$ cat config.mk
export PLATFORM = sky130hd
export DESIGN_NAME = rgb_hsv_color_classifier_unit_flat
export DESIGN_NICKNAME = d
export VERILOG_FILES = /design/src/design/rhcc_pkg.sv /design/src/design/rhcc_if.sv /design/src/design/rhcc_prep.sv /design/src/design/rhcc_div_cell.sv /design/src/design/rgb_hsv_color_classifier_unit.sv /design/src/flat_wrapper.sv
export SDC_FILE = /design/constraint.sdc
export NUM_CORES = 2
export LEC_CHECK = 0
export ABC_AREA = 1
export BUFFER_PORTS_ARGS = -buffer_cell sky130_fd_sc_hd__buf_4
export CAP_MARGIN = 10
export CORE_MARGIN = 8
export CORE_UTILIZATION = 40
export CTS_BUF_LIST = sky130_fd_sc_hd__clkbuf_8 sky130_fd_sc_hd__clkbuf_16
export DETAILED_ROUTE_END_ITERATION = 12
export PLACE_DENSITY = 0.64
export SYNTH_ARGS = -nofsm -noshare
export SYNTH_HDL_FRONTEND = slang
export SYNTH_HIERARCHICAL = 1
export SYNTH_SLANG_ARGS = --single-unit
$ cat constraint.sdc
create_clock -name clk_i -period 7.15 [get_ports clk_i]
set_clock_uncertainty 0.15 [all_clocks]
set_input_delay 0.3575 -clock clk_i [delete_from_list [all_inputs] [get_ports clk_i]]
set_output_delay 0.3575 -clock clk_i [all_outputs]
set_load 0.01 [all_outputs]
$ cat src/design/rhcc_pkg.sv
package rhcc_pkg;

  // field widths
  localparam int ChanW = 8;
  localparam int DistW = 9;
  localparam int HueW  = 13;
  localparam int ClsW  = 2;

  // hue times delta, below 360 * 255
  localparam int HdW   = 17;
  // partial remainder, always below the 8-bit divisor
  localparam int RemW  = ChanW;

  // one quotient bit per cell, both quotients fit in the hue width
  localparam int NumCells = HueW;

  // near and dark thresholds
  localparam logic [DistW-1:0] NearDist = 9'd192;
  localparam logic [ChanW-1:0] DarkAmb  = 8'd200;

  // hue band edges in degrees
  localparam int HueGreenLo = 85;
  localparam int HueGreenHi = 165;
  localparam int HueBlueLo  = 175;
  localparam int HueBlueHi  = 270;
  localparam int HueRedHi   = 330;
  localparam int HueRedLo   = 30;

  // sextant base angles and scaling
  localparam int HueGreenBase = 120;
  localparam int HueBlueBase  = 240;
  localparam int HueFull      = 360;
  localparam int HueStep      = 60;
  localparam int SatScale     = 255;

  typedef enum logic [ClsW-1:0] {
    CLS_NONE  = 2'd0,
    CLS_RED   = 2'd1,
    CLS_GREEN = 2'd2,
    CLS_BLUE  = 2'd3
  } cls_e;

  typedef enum logic [1:0] {
    SEXT_RED,
    SEXT_GREEN,
    SEXT_BLUE
  } sext_e;

  // one restoring division in flight: remainder, shift word, divisor
  typedef struct packed {
    logic [RemW-1:0] rem;
    logic [HueW-1:0] sh;
    logic [RemW-1:0] den;
  } quo_t;

  // data handed from cell to cell
  typedef struct packed {
    quo_t             hue;
    quo_t             sat;
    logic [ChanW-1:0] value;
    cls_e             cls;
  } cell_t;

endpackage

$ cat src/design/rhcc_if.sv
// input beat: one color reading
interface rhcc_in_if;
  import rhcc_pkg::*;
  logic             valid;
  logic             ready;
  logic [ChanW-1:0] red;
  logic [ChanW-1:0] green;
  logic [ChanW-1:0] blue;
  logic [DistW-1:0] distance;
  logic [ChanW-1:0] ambient;

  modport source (output valid, red, green, blue, distance, ambient, input ready);
  modport sink   (input valid, red, green, blue, distance, ambient, output ready);
endinterface

// output beat: hsv and class
interface rhcc_out_if;
  import rhcc_pkg::*;
  logic             valid;
  logic             ready;
  logic [HueW-1:0]  hue;
  logic [ChanW-1:0] saturation;
  logic [ChanW-1:0] value;
  logic [ClsW-1:0]  color_class;

  modport source (output valid, hue, saturation, value, color_class, input ready);
  modport sink   (input valid, hue, saturation, value, color_class, output ready);
endinterface

$ cat src/design/rhcc_prep.sv
module rhcc_prep (
  input  logic                      clk_i,
  input  logic                      rst_ni,
  input  logic                      in_valid_i,
  output logic                      in_ready_o,
  input  logic [rhcc_pkg::ChanW-1:0] red_i,
  input  logic [rhcc_pkg::ChanW-1:0] green_i,
  input  logic [rhcc_pkg::ChanW-1:0] blue_i,
  input  logic [rhcc_pkg::DistW-1:0] distance_i,
  input  logic [rhcc_pkg::ChanW-1:0] ambient_i,
  output logic                      out_valid_o,
  input  logic                      out_ready_i,
  output rhcc_pkg::cell_t           out_data_o
);
  import rhcc_pkg::*;

  // stage valids and per-stage acceptance
  logic v1_q, v2_q, v3_q;
  logic rdy1, rdy2, rdy3;

  // stage 1 registers
  logic [ChanW-1:0]  s1_mx_q, s1_delta_q;
  logic signed [ChanW:0] s1_diff_q;
  sext_e             s1_sext_q;
  logic              s1_near_q;

  // stage 2 registers
  logic [HdW-1:0]    s2_hd_q;
  logic [ChanW-1:0]  s2_mx_q, s2_delta_q;
  logic              s2_near_q;

  // stage 3 register
  cell_t             s3_q;

  // stage 1 logic
  logic [ChanW-1:0]  mx_d, mn_d;
  logic signed [ChanW:0] diff_d;
  sext_e             sext_d;

  // stage 2 logic
  logic [HdW-1:0]    base_d;
  logic signed [HdW:0] hd60_d, hd_raw_d, hd_wrap_d;
  logic [HdW-1:0]    hd_d;

  // stage 3 logic
  logic [HdW-1:0]    dlt17;
  logic [HueW+7:0]   num_h;
  logic [15:0]       num_s;
  logic              sat_low, band_green, band_blue, band_red;
  cell_t             s3_d;

  // elastic handshake along the three stages
  assign rdy3       = !v3_q || out_ready_i;
  assign rdy2       = !v2_q || rdy3;
  assign rdy1       = !v1_q || rdy2;
  assign in_ready_o = rdy1;
  assign out_valid_o = v3_q;
  assign out_data_o  = s3_q;

  always_ff @(posedge clk_i or negedge rst_ni) begin
    if (!rst_ni) begin
      v1_q <= 1'b0;
      v2_q <= 1'b0;
      v3_q <= 1'b0;
    end else begin
      if (rdy1) v1_q <= in_valid_i;
      if (rdy2) v2_q <= v1_q;
      if (rdy3) v3_q <= v2_q;
    end
  end

  // max, min and sextant pick, red wins ties then green
  always_comb begin
    mx_d = (red_i > green_i) ? red_i : green_i;
    mn_d = (red_i < green_i) ? red_i : green_i;
    if (blue_i > mx_d) mx_d = blue_i;
    if (blue_i < mn_d) mn_d = blue_i;
    if (red_i >= mx_d) begin
      sext_d = SEXT_RED;
      diff_d = $signed({1'b0, green_i}) - $signed({1'b0, blue_i});
    end else if (green_i >= mx_d) begin
      sext_d = SEXT_GREEN;
      diff_d = $signed({1'b0, blue_i}) - $signed({1'b0, red_i});
    end else begin
      sext_d = SEXT_BLUE;
      diff_d = $signed({1'b0, red_i}) - $signed({1'b0, green_i});
    end
  end

  always_ff @(posedge clk_i) begin
    if (rdy1 && in_valid_i) begin
      s1_mx_q    <= mx_d;
      s1_delta_q <= mx_d - mn_d;
      s1_diff_q  <= diff_d;
      s1_sext_q  <= sext_d;
      s1_near_q  <= (distance_i < NearDist) && (ambient_i < DarkAmb);
    end
  end

  // hue times delta, wrapped into one turn
  always_comb begin
    case (s1_sext_q)
      SEXT_GREEN: base_d = HdW'(HueGreenBase) * HdW'(s1_delta_q);
      SEXT_BLUE:  base_d = HdW'(HueBlueBase) * HdW'(s1_delta_q);
      default:    base_d = '0;
    endcase
    hd60_d    = $signed((HdW+1)'(HueStep)) * (HdW+1)'(s1_diff_q);
    hd_raw_d  = $signed({1'b0, base_d}) + hd60_d;
    hd_wrap_d = hd_raw_d + $signed({1'b0, HdW'(HueFull) * HdW'(s1_delta_q)});
    hd_d      = hd_raw_d[HdW] ? hd_wrap_d[HdW-1:0] : hd_raw_d[HdW-1:0];
  end

  always_ff @(posedge clk_i) begin
    if (rdy2 && v1_q) begin
      s2_hd_q    <= hd_d;
      s2_mx_q    <= s1_mx_q;
      s2_delta_q <= s1_delta_q;
      s2_near_q  <= s1_near_q;
    end
  end

  // class decision on exact rationals, division set-up
  always_comb begin
    dlt17      = HdW'(s2_delta_q);
    sat_low    = {s2_delta_q, 1'b0} < {1'b0, s2_mx_q};
    band_green = (s2_hd_q > HdW'(HueGreenLo) * dlt17) && (s2_hd_q < HdW'(HueGreenHi) * dlt17);
    band_blue  = (s2_hd_q > HdW'(HueBlueLo) * dlt17) && (s2_hd_q < HdW'(HueBlueHi) * dlt17);
    band_red   = (s2_hd_q > HdW'(HueRedHi) * dlt17) || (s2_hd_q < HdW'(HueRedLo) * dlt17);

    num_h = {s2_hd_q, 4'b0000};
    num_s = 16'(SatScale) * 16'(s2_delta_q);

    s3_d.value = s2_mx_q;
    if (s2_delta_q == '0 || sat_low || s2_near_q) s3_d.cls = CLS_NONE;
    else if (band_green)                          s3_d.cls = CLS_GREEN;
    else if (band_blue)                           s3_d.cls = CLS_BLUE;
    else if (band_red)                            s3_d.cls = CLS_RED;
    else                                          s3_d.cls = CLS_NONE;

    // quotient fits in HueW bits, so the top part starts below the divisor
    s3_d.hue.rem = num_h[HueW+7:HueW];
    s3_d.hue.sh  = num_h[HueW-1:0];
    s3_d.sat.rem = RemW'(num_s[15:HueW]);
    s3_d.sat.sh  = num_s[HueW-1:0];
    // grey: zero numerators over one give zero fields
    s3_d.hue.den = (s2_delta_q == '0) ? RemW'(1) : s2_delta_q;
    s3_d.sat.den = (s2_delta_q == '0) ? RemW'(1) : s2_mx_q;
  end

  always_ff @(posedge clk_i) begin
    if (rdy3 && v2_q) s3_q <= s3_d;
  end

endmodule

$ cat src/design/rhcc_div_cell.sv
module rhcc_div_cell (
  input  logic            clk_i,
  input  logic            rst_ni,
  input  logic            in_valid_i,
  output logic            in_ready_o,
  input  rhcc_pkg::cell_t in_data_i,
  output logic            out_valid_o,
  input  logic            out_ready_i,
  output rhcc_pkg::cell_t out_data_o
);
  import rhcc_pkg::*;

  logic  valid_q;
  cell_t data_q;
  cell_t data_d;

  // one restoring step: shift in next numerator bit, trial subtract
  function automatic quo_t div_step(input quo_t q);
    logic [RemW:0] trial;
    logic          ge;
    quo_t          r;
    trial  = {q.rem, q.sh[HueW-1]};
    ge     = trial >= {1'b0, q.den};
    r.den  = q.den;
    r.rem  = ge ? RemW'(trial - {1'b0, q.den}) : trial[RemW-1:0];
    r.sh   = {q.sh[HueW-2:0], ge};
    return r;
  endfunction

  always_comb begin
    data_d       = in_data_i;
    data_d.hue   = div_step(in_data_i.hue);
    data_d.sat   = div_step(in_data_i.sat);
  end

  // cell handshake, holds its beat while downstream stalls
  assign in_ready_o  = !valid_q || out_ready_i;
  assign out_valid_o = valid_q;
  assign out_data_o  = data_q;

  always_ff @(posedge clk_i or negedge rst_ni) begin
    if (!rst_ni) begin
      valid_q <= 1'b0;
    end else if (in_ready_o) begin
      valid_q <= in_valid_i;
    end
  end

  always_ff @(posedge clk_i) begin
    if (in_ready_o && in_valid_i) data_q <= data_d;
  end

endmodule

$ cat src/design/rgb_hsv_color_classifier_unit.sv
// channel | dir | payload                                  | handshake
// in_i    | in  | red, green, blue, distance, ambient      | valid/ready
// out_o   | out | hue, saturation, value, color_class      | valid/ready
//
// one beat per cycle sustained while out_o is ready; 3 setup stages + 13 divider cells
// the divider cells each retire one quotient bit of both hue and saturation
// reset clears the stage valid flags only; payload registers are not reset
// every stage holds its beat under backpressure and empty stages fill in behind it
module rgb_hsv_color_classifier_unit (
  input logic      clk_i,
  input logic      rst_ni,
  rhcc_in_if.sink  in_i,
  rhcc_out_if.source out_o
);
  import rhcc_pkg::*;

  cell_t chain [NumCells+1];
  logic  valid [NumCells+1];
  logic  ready [NumCells+1];

  // min/max, hue sextant and class
  rhcc_prep u_prep (
    .clk_i       (clk_i),
    .rst_ni      (rst_ni),
    .in_valid_i  (in_i.valid),
    .in_ready_o  (in_i.ready),
    .red_i       (in_i.red),
    .green_i     (in_i.green),
    .blue_i      (in_i.blue),
    .distance_i  (in_i.distance),
    .ambient_i   (in_i.ambient),
    .out_valid_o (valid[0]),
    .out_ready_i (ready[0]),
    .out_data_o  (chain[0])
  );

  // divider row, one quotient bit per cell
  for (genvar k = 0; k < NumCells; k++) begin : g_cell
    rhcc_div_cell u_cell (
      .clk_i       (clk_i),
      .rst_ni      (rst_ni),
      .in_valid_i  (valid[k]),
      .in_ready_o  (ready[k]),
      .in_data_i   (chain[k]),
      .out_valid_o (valid[k+1]),
      .out_ready_i (ready[k+1]),
      .out_data_o  (chain[k+1])
    );
  end

  // last cell register drives the output beat
  assign ready[NumCells]   = out_o.ready;
  assign out_o.valid       = valid[NumCells];
  assign out_o.hue         = chain[NumCells].hue.sh;
  assign out_o.saturation  = chain[NumCells].sat.sh[ChanW-1:0];
  assign out_o.value       = chain[NumCells].value;
  assign out_o.color_class = chain[NumCells].cls;

endmodule

$ cat src/flat_wrapper.sv
// flat-port wrapper written by rule: the top's interface ports become plain ports
module rgb_hsv_color_classifier_unit_flat import rhcc_pkg::*;
  (clk_i, rst_ni, in_i_valid, in_i_red, in_i_green, in_i_blue, in_i_distance, in_i_ambient, in_i_ready, out_o_valid, out_o_hue, out_o_saturation, out_o_value, out_o_color_class, out_o_ready);
  rhcc_in_if in_i_i ();
  rhcc_out_if out_o_i ();
  input logic clk_i;
  input logic rst_ni;
  input wire logic [$bits(in_i_i.valid)-1:0] in_i_valid;
  input wire logic [$bits(in_i_i.red)-1:0] in_i_red;
  input wire logic [$bits(in_i_i.green)-1:0] in_i_green;
  input wire logic [$bits(in_i_i.blue)-1:0] in_i_blue;
  input wire logic [$bits(in_i_i.distance)-1:0] in_i_distance;
  input wire logic [$bits(in_i_i.ambient)-1:0] in_i_ambient;
  output wire logic [$bits(in_i_i.ready)-1:0] in_i_ready;
  output wire logic [$bits(out_o_i.valid)-1:0] out_o_valid;
  output wire logic [$bits(out_o_i.hue)-1:0] out_o_hue;
  output wire logic [$bits(out_o_i.saturation)-1:0] out_o_saturation;
  output wire logic [$bits(out_o_i.value)-1:0] out_o_value;
  output wire logic [$bits(out_o_i.color_class)-1:0] out_o_color_class;
  input wire logic [$bits(out_o_i.ready)-1:0] out_o_ready;
  assign in_i_i.valid = in_i_valid;
  assign in_i_i.red = in_i_red;
  assign in_i_i.green = in_i_green;
  assign in_i_i.blue = in_i_blue;
  assign in_i_i.distance = in_i_distance;
  assign in_i_i.ambient = in_i_ambient;
  assign in_i_ready = in_i_i.ready;
  assign out_o_valid = out_o_i.valid;
  assign out_o_hue = out_o_i.hue;
  assign out_o_saturation = out_o_i.saturation;
  assign out_o_value = out_o_i.value;
  assign out_o_color_class = out_o_i.color_class;
  assign out_o_i.ready = out_o_ready;
  rgb_hsv_color_classifier_unit u_core (.clk_i(clk_i), .rst_ni(rst_ni), .in_i(in_i_i), .out_o(out_o_i));
endmodule
==> impl_metrics.tcl <==
set metrics [dict create \
    status "completed" \
    cp.arrival_ns 6.60 \
    postCtsSetupBuffers 0 \
    clock_path_buffers 3 \
    die_area_um2 159000 \
    fin_crit_sh_pct 88.4 \
    detailed_place_hpwl_mm 87.2 \
    required_ns 7.43 \
    max_freq_mhz 158 \
    clkLatencyLatePin_ns 0.68 \
    gp_congestion 0.892 \
    via_per_inst 4.75 \
    die_h_um 399 \
    grt_max_degree 68 \
    coreArea_um2 146000 \
    root_buffer "clkbuf_16" \
    num_vias 37300 \
    drc_errors 0 \
    area_growth_pct 11.0 \
    io_pins 78 \
    crit_type "reg2reg" \
    rsz0062_at_grt "false" \
    hold_class "in2reg" \
    grt-ovfl-total 0 \
    grt_pass1_wl_mm 185 \
    cts.sinks 930 \
    wirelength_mm 112 \
    syn_area_um2 58700 \
    wire_per_inst_um 14.3 \
    cts_buffers 99 \
    cap_violations 0 \
    rows 140 \
    cts_tree "done" \
    worst_path_most_repeated_cell "inv_1" \
    drive_above_1_share_pct 14.1 \
    worstSetupEndpointType "flip-flop" \
    maxSlewViolCount 0 \
    dr.pass1.iters 5 \
    clk_pin_slew_ns 0.07 \
    grt_antenna_before_repair 1 \
    htree_levels 3 \
    grt_pass1_vias 37700 \
    avgSynthCellArea_um2 10.4 \
    critPathMaxFanout 6 \
    yosys_warnings 6 \
    worst-slew-pin-transition_ns 1.12 \
    netlist_instances 5666 \
    critPathLaunchType "flip-flop" \
    numPortBuffers 68 \
    die_x_um 399 \
    finalHoldViolations 0 \
    setup-violations-final 0 \
    tns_ns 0 \
    hold_path_depth 3 \
    slew_headroom_pct 25.4 \
    start_util_pct 40.3 \
    cpPeakStageDelay_ns 0.50 \
    period_needed_ns 6.32 \
    track_usage_pct 14.1 \
    drtIter0Drc 1840 \
    fin_nets 6617 \
    ant_nets 0 \
    slowest_stage "fa_1" \
    r2r_cells 29 \
]
## cell type report
class,count,area [µm²]
Fill cell,13400,80500
Sequential cell,930,27800
Multi-Input combinational cell,3649,26600
Inverter,1052,3990
Clock buffer,101,2530
Tap cell,1917,2400
Clock inverter,85,928
Timing Repair Buffer,105,808
Antenna cell,4,10.0
## flip-flops by register name (all words and copies together) (netlist names)
name / flops
u_core/g_cell.u_cell/out_valid_o: 13
u_core/u_prep/s2_near_q: 1
u_core/u_prep/out_valid_o: 1
u_core/g_cell.u_cell/out_data_o: 797
u_core/u_prep/v2_q: 1
u_core/u_prep/s2_hd_q: 15
u_core/u_prep/s1_sext_q: 2
u_core/u_prep/v1_q: 1
u_core/u_prep/out_data_o: 57
u_core/u_prep/s1_mx_q: 8
u_core/u_prep/s1_diff_q: 9
u_core/u_prep/s2_delta_q: 8
u_core/u_prep/s1_delta_q: 8
u_core/u_prep/s1_near_q: 1
u_core/u_prep/s2_mx_q: 8
## per-layer routing
layer,routed length [µm],global-route usage (%)
met5,0,0
met4,3430,4.60
met3,3880,1.96
met2,57000,26.2
met1,48200,16.6
## worst paths after layout
path	start	end	slack, ns
hold reg to reg	u_core/u_prep/out_data_o[4]	u_core/g_cell[0].u_cell/out_data_o[4]	0.25
setup / recovery	u_core/u_prep/s1_diff_q[3]	u_core/u_prep/s2_hd_q[16]	0.83
setup reg to reg	u_core/u_prep/s1_diff_q[3]	u_core/u_prep/s2_hd_q[16]	0.83
min in group asynchronous	rst_ni	u_core/g_cell[3].u_cell/out_valid_o	0.75
hold / removal	in_i_blue[0]	u_core/u_prep/s1_diff_q[0]	0.09
max in group asynchronous	rst_ni	u_core/g_cell[0].u_cell/out_valid_o	5.52
## metrics by stage
step	hold slack, ns	instances	utilization, %	instance area, µm²	setup WS (ns)
floorplan	-0.0881	5676	-	58700	1.27
global placement	0.104	7645	42.3	61500	0.742
detailed placement	0.111	7645	42.3	61500	0.748
CTS	0.0437	7839	44.7	65100	0.790
finish	0.0872	7843	44.7	65100	0.833
global route	0.0683	7839	44.7	65100	0.230
## worst max-delay path, delay by kind of cell (launching register included)
family,cells,cell delay (ns)
adders and majority gates,6,2.38
buffers and inverters,6,0.34
and+or+nand+nor,3,0.24
xor gates and xnor gates,3,0.54
DFF,1,0.43
AOI/OAI and AO/OA,11,2.00
## cells in the final DEF, fill, tap and decap left out, drive strengths merged, types with 10 or more instances in the layout
cell and n:
conb 11, buf 97, ha 598, nor3 46, xor2 128, nand3 385, o22ai 11, edfxtp 914
nor2 235, o21ai 103, fa 137, bufinv 14, xnor2 79, inv 1060, o21bai 10, clkinv 54
nand4 78, nand3b 26, dfrtp 16, nand2 1430, clkbuf 101, a21oi 290
## what timing repair did
item	in CTS	in global routing
hold buffers	8	0
resized for setup	0	0
endpoints found under the hold margin	23	0
Power is left out: the tool's default activity adds up to more than one toggle a clock period on the data nets, which glitch-free logic cannot reach.
